===== config.mk =====
export PLATFORM = sky130hd
export DESIGN_NAME = wpn_sqrt_step
export DESIGN_NICKNAME = d
export VERILOG_FILES = /design/src/rtl/core/wpn_pkg.sv /design/src/rtl/core/wpn_sqrt_step.sv
export SDC_FILE = /design/constraint.sdc
export NUM_CORES = 1
export LEC_CHECK = 0
export BUFFER_PORTS_ARGS = -buffer_cell sky130_fd_sc_hd__clkbuf_2
export CAP_MARGIN = 20
export CORE_MARGIN = 8
export CORE_UTILIZATION = 45
export DETAILED_ROUTE_END_ITERATION = 7
export PLACE_DENSITY = 0.8
export SYNTH_ARGS = -nofsm -noshare
export SYNTH_HDL_FRONTEND = slang
export SYNTH_SLANG_ARGS = --single-unit

===== constraint.sdc =====
create_clock -name clk_i -period 1.8 [get_ports clk_i]
set_clock_uncertainty 0.1 [all_clocks]
set_input_delay 0.09 -clock clk_i [delete_from_list [all_inputs] [get_ports clk_i]]
set_output_delay 0.09 -clock clk_i [all_outputs]
set_load 0.05 [all_outputs]

===== src/rtl/core/wpn_pkg.sv =====
package wpn_pkg;

  localparam int unsigned InW    = 24;
  localparam int unsigned WgtW   = 16;
  localparam int unsigned EpsW   = 23;
  localparam int unsigned OutW   = 16;
  localparam int unsigned SqW    = 64;
  localparam int unsigned SqSteps = 32;
  localparam int unsigned QW     = 17;
  localparam int unsigned RemW   = 51;
  localparam int unsigned YW     = 34;
  localparam int unsigned NW     = 48;

  // carried through the square root stages
  typedef struct packed {
    logic [SqW-1:0] rem;
    logic [SqW-1:0] res;
    logic [NW-1:0]  n_re;
    logic [NW-1:0]  n_im;
    logic           neg_re;
    logic           neg_im;
    logic           fe;
  } wpn_sq_t;

  // carried through the divider stages
  typedef struct packed {
    logic [YW-1:0]   y;
    logic [RemW-1:0] rem_re;
    logic [RemW-1:0] rem_im;
    logic [QW-1:0]   q_re;
    logic [QW-1:0]   q_im;
    logic            ovf_re;
    logic            ovf_im;
    logic            zero;
    logic            neg_re;
    logic            neg_im;
    logic            fe;
  } wpn_dv_t;

endpackage


===== src/rtl/core/wpn_sqrt_step.sv =====
module wpn_sqrt_step import wpn_pkg::*; #(
  parameter int unsigned Step = 0
) (
  input  logic    clk_i,
  input  logic    rst_ni,
  input  logic    en_i,
  input  logic    valid_i,
  input  wpn_sq_t data_i,
  output logic    valid_o,
  output wpn_sq_t data_o
);

  localparam logic [SqW-1:0] Bit = SqW'(1) << (62 - 2 * Step);

  logic    valid_q;
  wpn_sq_t data_d, data_q;
  logic [SqW-1:0] trial;

  // one root digit per stage
  always_comb begin
    data_d = data_i;
    trial  = data_i.res + Bit;
    if (data_i.rem >= trial) begin
      data_d.rem = data_i.rem - trial;
      data_d.res = (data_i.res >> 1) + Bit;
    end else begin
      data_d.res = data_i.res >> 1;
    end
  end

  always_ff @(posedge clk_i or negedge rst_ni) begin
    if (!rst_ni) begin
      valid_q <= 1'b0;
    end else if (en_i) begin
      valid_q <= valid_i;
    end
  end

  always_ff @(posedge clk_i) begin
    if (en_i) begin
      data_q <= data_d;
    end
  end

  assign valid_o = valid_q;
  assign data_o  = data_q;

endmodule


==> results.cfg <==
[synth]
yosys.area.top_type = edfxtp_1
synth_edf_count = 227
synth_seq_area_share = 0.566
synthAdderAreaFrac = 0.0679
syn_nets = 1316
synthDistinctLibCells = 68
avgSynthCellArea_um2 = 11.8
yosys.area_share.xor_xnor = 0.0406
synth.area.mux_share = 0.0493
ys_ff_latch = 228
synthFlopType = edfxtp_1
synthArstFlopShare = 0.00439
synthSimpleGateAreaFrac = 0.0900
syn_area_um2 = 12100
netlist_top_cells_area = edfxtp_1, ha_1, a21oi_1
synth_top_area_frac = 0.564
synth-compound-area-share = 0.144
synthesis.instances = 1020
yosys_warnings = 0
synth_top_family_by_area = compound AO/OA/AOI/OAI gates

[route]
drtPass1Iterations = 5
ant_nets = 0
drc = 0
postRouteWirelength_mm = 56.7
wl_per_cell_um = 23.4
vias = 13300
drtIter0Drc = 1164
vias_per_cell = 5.50

[timing]
period_share = 1.47
min_period_ns = 2.65
holdWs_ns = 0.0303
max_freq_mhz = 378
slew_violations = 0
setup_ws_ns = -0.846
relSlewSlack = 0.593
worst_pin_slew_ns = 0.603
rsz0062_at_grt = yes
hold_violations = 0
setup_viol = 66

[final_layout]
multi_input_area_um2 = 5640
final_cell_area_um2 = 21700
num-fill-cells = 1412
drive_above_1_share = 0.497
area_growth_pct = 79.8
layout.nets = 2354
post-route-util = 0.815
mostFrequentLayoutCell = clkbuf_2
regArea_um2 = 6840
stdcell_count = 2420
final_cell_mix = clkbuf_2, buf_4, dlygate4sd3_1

[floorplanning]
fp-row-count = 60
dieArea_um2 = 32400
core-area_um2 = 26700
start_util = 0.454
die_w_um = 180
dieHeight_um = 180
pin_count = 459

[worst_setup_path]
crit_required_ns = 1.97
criticalPathCategory = primary input to flop
slowest_stage = a221oi_4
crit_chain = clkbuf_2 -> inv_2 -> ha_4 -> a21oi_1 -> o21bai_2 -> a221oi_4 -> o21ai_0 -> a31o_2 -> nor2_4 -> buf_4 -> o21bai_1 -> a21oi_1 -> xnor2_1 -> mux2_4
endpoint_kind = flop
start_kind = primary input
cp.arrival_ns = 2.82
slowest_delay_ns = 0.36
crit_fanout = 3
crit_top_cell = a21oi_1

[power]
powerDensity_nw_per_um2 = 900
switching_share = 0.349
intPower_mw = 12.7
power_switching_mw = 6.82
p_clk_frac = 0.279
seq_power_share = 0.343
power.leakage_nw = 10.0
p_comb_frac = 0.378
vdd_drop_max_v = 0.000888

[clocking]
clock_latency_ns = 0.53
cts_tree = built
max-clock-path-buffers = 3
clock-sinks = 228
cts_root_buf = clkbuf_16
clk_pin_slew_worst_paths_ns = 0.06
cts_buffers = 25
h-tree-depth = 1

[placed_design]
place_ws_ns = -1.44
portBuffers = 458
place_hpwl_mm = 35.7
place_congestion = 0.931
numPlacedInstances = 2104
postPlaceCellArea_um2 = 17400

[global_route]
grt_pass1_vias = 13800
overflow = 0
grt_pass1_wl_mm = 81.6
antenna_found_initial = 5
grt_usage = 0.322
grt_max_degree = 61

[status]
violations = setup timing
status = finished, violations left

[run]
maxCapViolCount = 0

[min_path]
hold_class = primary input to flop
## timing repair
| item | CTS | global route |
|---|---|---|
| setup endpoints to repair | 66 | 66 |
| pin swaps | 29 | 28 |
| hold buffers | 227 | 3 |
| buffers inserted | 17 | 22 |
| gates cloned | 4 | 1 |
| gates resized for setup | 110 | 71 |
| endpoints found under the hold margin | 249 | 2 |
## sequential cells by signal, indices dropped and copies added, names as in the netlist
signal and cells:
data_o 227, valid_o 1
## final timing paths
path,slack [ns],to,cells past startpoint,startpoint
max reg2reg,0.36,valid_o$_DFFE_PN0P_,2,valid_o$_DFFE_PN0P_
max in group asynchronous,1.13,valid_o$_DFFE_PN0P_,3,rst_ni
max,-0.85,data_o[210]$_DFFE_PP_,14,data_i[115]
min,0.03,data_o[222]$_DFFE_PP_,5,data_i[222]
min in group asynchronous,0.35,valid_o$_DFFE_PN0P_,3,rst_ni
min reg2reg,1.01,valid_o$_DFFE_PN0P_,2,valid_o$_DFFE_PN0P_
## through the flow
step | setup TNS (ns) | total power, mW
global placement | -86.68 | 12.7
floorplan | -61.45 | 10.5
finish | -43.34 | 19.6
CTS | -36.69 | 19.0
global route | -55.47 | 20.1
detailed placement | -88.92 | 12.8
## per-layer routing
layer | track usage | wire length [um]
met5 | 0 | 8
met4 | 0.162 | 3500
met3 | 0.0683 | 4740
met2 | 0.582 | 28400
met1 | 0.352 | 20000
## cell type report
class / count / share of cell area
clock inverters: 16 / 0.00950
multi-input cells: 669 / 0.260
diodes: 3 / 0.000345
inverters: 87 / 0.0157
well taps: 341 / 0.0196
flip-flops and latches: 228 / 0.315
clock buffers: 29 / 0.0295
repair buffers: 1047 / 0.351
## synthesized netlist by cell type (6+ instances only)
master	count
edfxtp_1	227
a21oi_1	101
inv_1	87
nand2_1	69
ha_1	64
nor2_1	60
o21ai_0	42
a21o_1	41
xnor2_1	39
mux2_1	33
clkbuf_1	25
nand4_1	21
mux2_2	19
o21bai_1	17
xor2_1	17
nor3_1	16
nand3_1	10
o21ai_1	9
o211ai_1	8
nor2b_1	7
a211oi_1	6
and4_1	6
nand2b_1	6
## power groups by stage
stage | combinational, mW | sequential [mW] | clock [mW]
floorplan | 1.88 | 8.62 | 0
global placement | 5.94 | 6.76 | 0
detailed placement | 6.03 | 6.77 | 0
CTS | 6.91 | 6.66 | 5.45
global route | 7.71 | 6.75 | 5.67
finish | 7.40 | 6.71 | 5.45
## worst max-delay path, delay by kind of cell
family	cells	cell delay [ns]
simple gates	1	0.17
compound gates	7	1.65
fa+ha+maj	1	0.22
buf+inv	3	0.30
xor+xnor	1	0.10
mux	1	0.26
## logic make-up (layout without fill, tap and decap cells)
family | Yosys count | count (layout)
buffers and inverters | 123 | 1179
xor gates and xnor gates | 56 | 56
other | 0 | 3
DFF | 228 | 228
AOI/OAI and AO/OA | 272 | 272
adders and majority gates | 65 | 65
and+or+nand+nor | 223 | 223
muxes | 53 | 53
Note: power is estimated with default switching activity, not from simulation.
