<file path="src/rtl/core/wpn_pkg.sv">
package wpn_pkg;

  localparam int unsigned InW    = 24;
  localparam int unsigned WgtW   = 16;
  localparam int unsigned EpsW   = 23;
  localparam int unsigned OutW   = 16;
  localparam int unsigned SqW    = 64;
  localparam int unsigned SqSteps = 32;
  localparam int unsigned QW     = 17;
  localparam int unsigned RemW   = 51;
  localparam int unsigned YW     = 34;
  localparam int unsigned NW     = 48;

  // carried through the square root stages
  typedef struct packed {
    logic [SqW-1:0] rem;
    logic [SqW-1:0] res;
    logic [NW-1:0]  n_re;
    logic [NW-1:0]  n_im;
    logic           neg_re;
    logic           neg_im;
    logic           fe;
  } wpn_sq_t;

  // carried through the divider stages
  typedef struct packed {
    logic [YW-1:0]   y;
    logic [RemW-1:0] rem_re;
    logic [RemW-1:0] rem_im;
    logic [QW-1:0]   q_re;
    logic [QW-1:0]   q_im;
    logic            ovf_re;
    logic            ovf_im;
    logic            zero;
    logic            neg_re;
    logic            neg_im;
    logic            fe;
  } wpn_dv_t;

endpackage

</file>
<file path="src/rtl/core/wpn_div_step.sv">
module wpn_div_step import wpn_pkg::*; #(
  parameter int unsigned Step = 0
) (
  input  logic    clk_i,
  input  logic    rst_ni,
  input  logic    en_i,
  input  logic    valid_i,
  input  wpn_dv_t data_i,
  output logic    valid_o,
  output wpn_dv_t data_o
);

  logic    valid_q;
  wpn_dv_t data_d, data_q;
  logic [RemW-1:0] ys;

  // one quotient bit per stage on both lanes
  always_comb begin
    data_d = data_i;
    ys     = RemW'(data_i.y) << Step;
    if (data_i.rem_re >= ys) begin
      data_d.rem_re     = data_i.rem_re - ys;
      data_d.q_re[Step] = 1'b1;
    end
    if (data_i.rem_im >= ys) begin
      data_d.rem_im     = data_i.rem_im - ys;
      data_d.q_im[Step] = 1'b1;
    end
  end

  always_ff @(posedge clk_i or negedge rst_ni) begin
    if (!rst_ni) begin
      valid_q <= 1'b0;
    end else if (en_i) begin
      valid_q <= valid_i;
    end
  end

  always_ff @(posedge clk_i) begin
    if (en_i) begin
      data_q <= data_d;
    end
  end

  assign valid_o = valid_q;
  assign data_o  = data_q;

endmodule
</file>
<file path="config.mk">
export PLATFORM = sky130hd
export DESIGN_NAME = wpn_div_step
export DESIGN_NICKNAME = d
export VERILOG_FILES = /design/src/rtl/core/wpn_pkg.sv /design/src/rtl/core/wpn_div_step.sv
export SDC_FILE = /design/constraint.sdc
export NUM_CORES = 1
export LEC_CHECK = 0
export BUFFER_PORTS_ARGS = -buffer_cell sky130_fd_sc_hd__buf_2
export CORE_ASPECT_RATIO = 0.7
export CORE_MARGIN = 3
export CORE_UTILIZATION = 45
export DETAILED_ROUTE_END_ITERATION = 10
export HOLD_SLACK_MARGIN = 0.03
export PLACE_DENSITY_LB_ADDON = 0.3
export SYNTH_ARGS = -nofsm -noshare
export SYNTH_HDL_FRONTEND = slang
export SYNTH_SLANG_ARGS = --single-unit
</file>
<file path="constraint.sdc">
create_clock -name clk_i -period 1.31 [get_ports clk_i]
set_clock_uncertainty 0.15 [all_clocks]
set_input_delay 0.0655 -clock clk_i [delete_from_list [all_inputs] [get_ports clk_i]]
set_output_delay 0.0655 -clock clk_i [all_outputs]
set_load 0.005 [all_outputs]
</file>
==> impl_metrics.xml <==
<?xml version="1.0" encoding="UTF-8"?>
<metrics>
  <group name="status">
    <metric name="status" unit="">finished with violations</metric>
    <metric name="failed_checks" unit="">setup timing</metric>
  </group>
  <group name="place">
    <metric name="place_congestion" unit="">0.9478</metric>
    <metric name="placement.io_buffers" unit="">356</metric>
    <metric name="place.detailed.hpwl" unit="um">33940</metric>
    <metric name="postPlaceCellArea" unit="sq mm">0.01670</metric>
    <metric name="placement.setup.worst_slack" unit="ps">-1873</metric>
  </group>
  <group name="logic_synthesis">
    <metric name="compound_cell_area_share_of_the_yosys_netlist" unit="%">17.59</metric>
    <metric name="largest_family_of_logic_cells_by_synthesized_area" unit="">compound AO/OA/AOI/OAI gates</metric>
    <metric name="synth_area_leaders" unit="">sky130_fd_sc_hd__edfxtp_1 48%, sky130_fd_sc_hd__ha_1 7.7%, sky130_fd_sc_hd__nand2_1 4.0%</metric>
    <metric name="synth_mux_area_share" unit="%">0.7888</metric>
    <metric name="synth.ff_latch_count" unit="">177</metric>
    <metric name="post_synth.cell_area_avg" unit="sq um">10.24</metric>
    <metric name="synth_common_cells" unit="">176 x sky130_fd_sc_hd__edfxtp_1, 118 x sky130_fd_sc_hd__nand2_1, 85 x sky130_fd_sc_hd__o21ai_0</metric>
    <metric name="synthesis.instances" unit="">1084</metric>
    <metric name="synth-async-reset-ratio" unit="%">0.5650</metric>
    <metric name="post-synth-top-count-cell" unit="">sky130_fd_sc_hd__edfxtp_1</metric>
    <metric name="synthXorXnorAreaFrac" unit="%">6.942</metric>
    <metric name="yosysTopAreaCellShare" unit="%">47.60</metric>
    <metric name="synth_sequential_area_ratio" unit="%">47.83</metric>
    <metric name="netlist.top_cell.by_area" unit="">sky130_fd_sc_hd__edfxtp_1</metric>
    <metric name="synth_warnings" unit="">0</metric>
    <metric name="synth_ff_type" unit="">sky130_fd_sc_hd__edfxtp_1</metric>
    <metric name="syn_nets" unit="">1334</metric>
    <metric name="synthSimpleGateAreaFrac" unit="%">14.90</metric>
    <metric name="synth_edf_count" unit="">176</metric>
    <metric name="yosys.area_share.adder" unit="%">8.023</metric>
    <metric name="synth.distinct_cells" unit="">77</metric>
    <metric name="synthesized_cell_area" unit="sq mm">0.01110</metric>
  </group>
  <group name="clocking">
    <metric name="tritoncts_num_sinks" unit="">177</metric>
    <metric name="numCtsBuffers" unit="">17</metric>
    <metric name="worst_skew_pair.late_latency" unit="ps">460</metric>
    <metric name="cts_tree" unit="">done</metric>
    <metric name="clk_slew_on_worst_s_h_paths" unit="ps">90</metric>
    <metric name="clock_root_buffer" unit="">sky130_fd_sc_hd__clkbuf_16</metric>
    <metric name="cts_max_path_buffers" unit="">2</metric>
    <metric name="htreeDepth" unit="">4</metric>
  </group>
  <group name="min_path">
    <metric name="worstHoldStart" unit="">data_i[142]</metric>
    <metric name="min_path_type" unit="">in -&gt; reg</metric>
  </group>
  <group name="route">
    <metric name="drc" unit="">0</metric>
    <metric name="antenna_violating_nets_post_route" unit="">0</metric>
    <metric name="drt-initial-drc-count" unit="">2386</metric>
    <metric name="routed_wirelength" unit="um">68910</metric>
    <metric name="dr_total_vias" unit="">15730</metric>
    <metric name="route.detailed.wl_per_inst" unit="um">28.72</metric>
    <metric name="first_pass_iteration_count_of_the_detailed_router" unit="">11</metric>
    <metric name="mean_number_of_vias_per_cell" unit="">6.555</metric>
  </group>
  <group name="worst_setup_path">
    <metric name="startpoint" unit="">data_i[143]</metric>
    <metric name="setup.worst_path.start_class" unit="">input pin</metric>
    <metric name="worstPathRequired" unit="ps">1430</metric>
    <metric name="worst_ep_arrival_time" unit="ps">2960</metric>
    <metric name="critical_path_class" unit="">in -&gt; reg</metric>
    <metric name="timing.critical_path.fanout_max" unit="">8</metric>
    <metric name="cp_endpoint_kind" unit="">flip-flop</metric>
    <metric name="crit-reg2reg-launch" unit="">valid_o$_DFFE_PN0P_</metric>
  </group>
  <group name="layout">
    <metric name="fin_area" unit="sq mm">0.02185</metric>
    <metric name="final.fill_count" unit="">853</metric>
    <metric name="layout.nets" unit="">2310</metric>
    <metric name="area_delta_synth_final" unit="%">96.79</metric>
    <metric name="share_of_cells_above_drive_strength_1" unit="%">55.48</metric>
  </group>
  <group name="sta">
    <metric name="timing.final.crit_share" unit="%">216.9</metric>
    <metric name="setup_viol_count_final" unit="">104</metric>
    <metric name="min_period" unit="ps">2842</metric>
    <metric name="rsz_0062_raised_after_global_routing" unit="">yes</metric>
    <metric name="timing_worst_slew_pin_value" unit="ps">598.2</metric>
    <metric name="achievable-frequency" unit="GHz">0.3519</metric>
    <metric name="fin_ws" unit="ps">-1532</metric>
    <metric name="maxSlewHeadroom" unit="%">59.70</metric>
    <metric name="report.final.hold_viol_count" unit="">0</metric>
    <metric name="holdWs" unit="ps">49.09</metric>
    <metric name="drv_slew" unit="">0</metric>
  </group>
  <group name="grt">
    <metric name="grt_antenna_before_repair" unit="">7</metric>
    <metric name="maximum_number_of_pins_on_one_net_before_global_route_repair" unit="">33</metric>
    <metric name="grt_first_pass_wirelength" unit="um">81400</metric>
    <metric name="gr-total-overflow" unit="">0</metric>
    <metric name="track_usage" unit="%">39.61</metric>
    <metric name="first_global_vias" unit="">14200</metric>
  </group>
  <group name="pwr">
    <metric name="totalPowerFinal" unit="W">0.02063</metric>
    <metric name="power.static_leakage" unit="nW">9.484</metric>
    <metric name="power.density" unit="mW/mm^2">944.3</metric>
    <metric name="vdd.ir_drop.worst" unit="mV">1.006</metric>
  </group>
  <group name="floorplanning">
    <metric name="core.rowCount" unit="">47</metric>
    <metric name="die_area" unit="sq mm">0.02662</metric>
    <metric name="die_height" unit="um">137.4</metric>
    <metric name="io_pins" unit="">357</metric>
    <metric name="start_util" unit="%">46.39</metric>
    <metric name="die_w" unit="um">193.7</metric>
    <metric name="floorplan.core_area" unit="sq mm">0.02393</metric>
  </group>
  <group name="job">
    <metric name="drv.max_cap_violation_count" unit="">0</metric>
  </group>
</metrics>
==> registers in the layout, summed over array words and instances (netlist names) <==
signal and count:
valid_o 1, data_o 176
==> stage by stage <==
step                      TNS [ps]  instances  utilization [%]
after floorplan            -109210       1084                -
after global placement     -158490       2090            69.79
after detailed placement   -168860       2090            69.79
after CTS                  -103570       2371            87.87
after global routing       -144300       2397            91.27
final                      -141600       2399            91.29
==> cell families after synthesis <==
group,after synthesis
and+or+nand+nor,326
AOI/OAI and AO/OA,307
DFF,177
buffers and inverters,108
xor gates and xnor gates,88
adders and majority gates,70
muxes,8
==> final timing paths <==
path | endpoint | slack (ps) | cells after the start
min in group asynchronous | valid_o$_DFFE_PN0P_ | 350 | 3
worst min register to register | valid_o$_DFFE_PN0P_ | 430 | 1
worst max register to register | valid_o$_DFFE_PN0P_ | 370 | 1
worst max-delay path | data_o[125]$_DFFE_PP_ | -1530 | 14
max in group asynchronous | valid_o$_DFFE_PN0P_ | 540 | 3
worst min-delay path | data_o[91]$_DFFE_PP_ | 50 | 4
==> final cells by class <==
class,count,area [sq um],area share [%]
clock inverters,15,163.9,0.7502
multi-input cells,799,7495,34.30
diodes,8,20.02,0.09162
flip-flops and latches,177,5310,24.30
inverters,60,309.0,1.414
repair buffers,1005,7729,35.37
clock buffers,17,425.4,1.947
well taps,318,397.9,1.821
==> cells in the final DEF, fill, tap and decap left out, types with 33 or more instances in the layout <==
master                          count
sky130_fd_sc_hd__xnor2_1           37
sky130_fd_sc_hd__xor2_1            43
sky130_fd_sc_hd__nor2_1            36
sky130_fd_sc_hd__buf_2            330
sky130_fd_sc_hd__edfxtp_1         176
sky130_fd_sc_hd__a21o_1            33
sky130_fd_sc_hd__ha_4              49
sky130_fd_sc_hd__a21oi_1           49
sky130_fd_sc_hd__dlygate4sd3_1    185
sky130_fd_sc_hd__inv_1             37
sky130_fd_sc_hd__buf_6             39
sky130_fd_sc_hd__buf_4            419
sky130_fd_sc_hd__nand2_1           77
==> per-layer routing <==
layer	vias up	global-route usage, %	wire [um]	share of wire [%]
met1	7256	49.54	22740	33
met5	-	0	13	0.019
li1	6034	-	-	-
met4	2	18.51	6735	9.8
met2	1777	66.27	30170	44
met3	656	8.922	9248	13
==> worst max-delay path, cell delays in order <==
cell and delay (ps):
sky130_fd_sc_hd__buf_8 80, sky130_fd_sc_hd__clkinvlp_4 170, sky130_fd_sc_hd__ha_4 340, sky130_fd_sc_hd__nor2b_4 250, sky130_fd_sc_hd__o21bai_4 120, sky130_fd_sc_hd__buf_6 140
sky130_fd_sc_hd__a2111oi_4 290, sky130_fd_sc_hd__buf_4 200, sky130_fd_sc_hd__o311ai_4 140, sky130_fd_sc_hd__a21oi_4 390, sky130_fd_sc_hd__o21ai_4 200, sky130_fd_sc_hd__buf_4 180
sky130_fd_sc_hd__nor2_2 120, sky130_fd_sc_hd__xor2_1 260
==> report_power, final <==
part | leakage, nW | total (W) | switching, W | internal, W
sequential | 1.74 | 0.00734 | 0.000296 | 0.00704
combinational | 7.46 | 0.00784 | 0.00410 | 0.00374
clock | 0.286 | 0.00546 | 0.00289 | 0.00257
total | 9.48 | 0.0206 | 0.00729 | 0.0133
==> repair_timing <==
| item | 4_1_cts | 5_1_grt |
|---|---|---|
| hold buffers | 184 | 1 |
| cloned | 7 | 2 |
| buffers inserted | 59 | 25 |
| hold endpoints to repair | 224 | 1 |
| gates resized for setup | 253 | 130 |
| pin swaps | 73 | 52 |
| setup endpoints to repair | 104 | 104 |
Power figures use the tool's default switching activity.
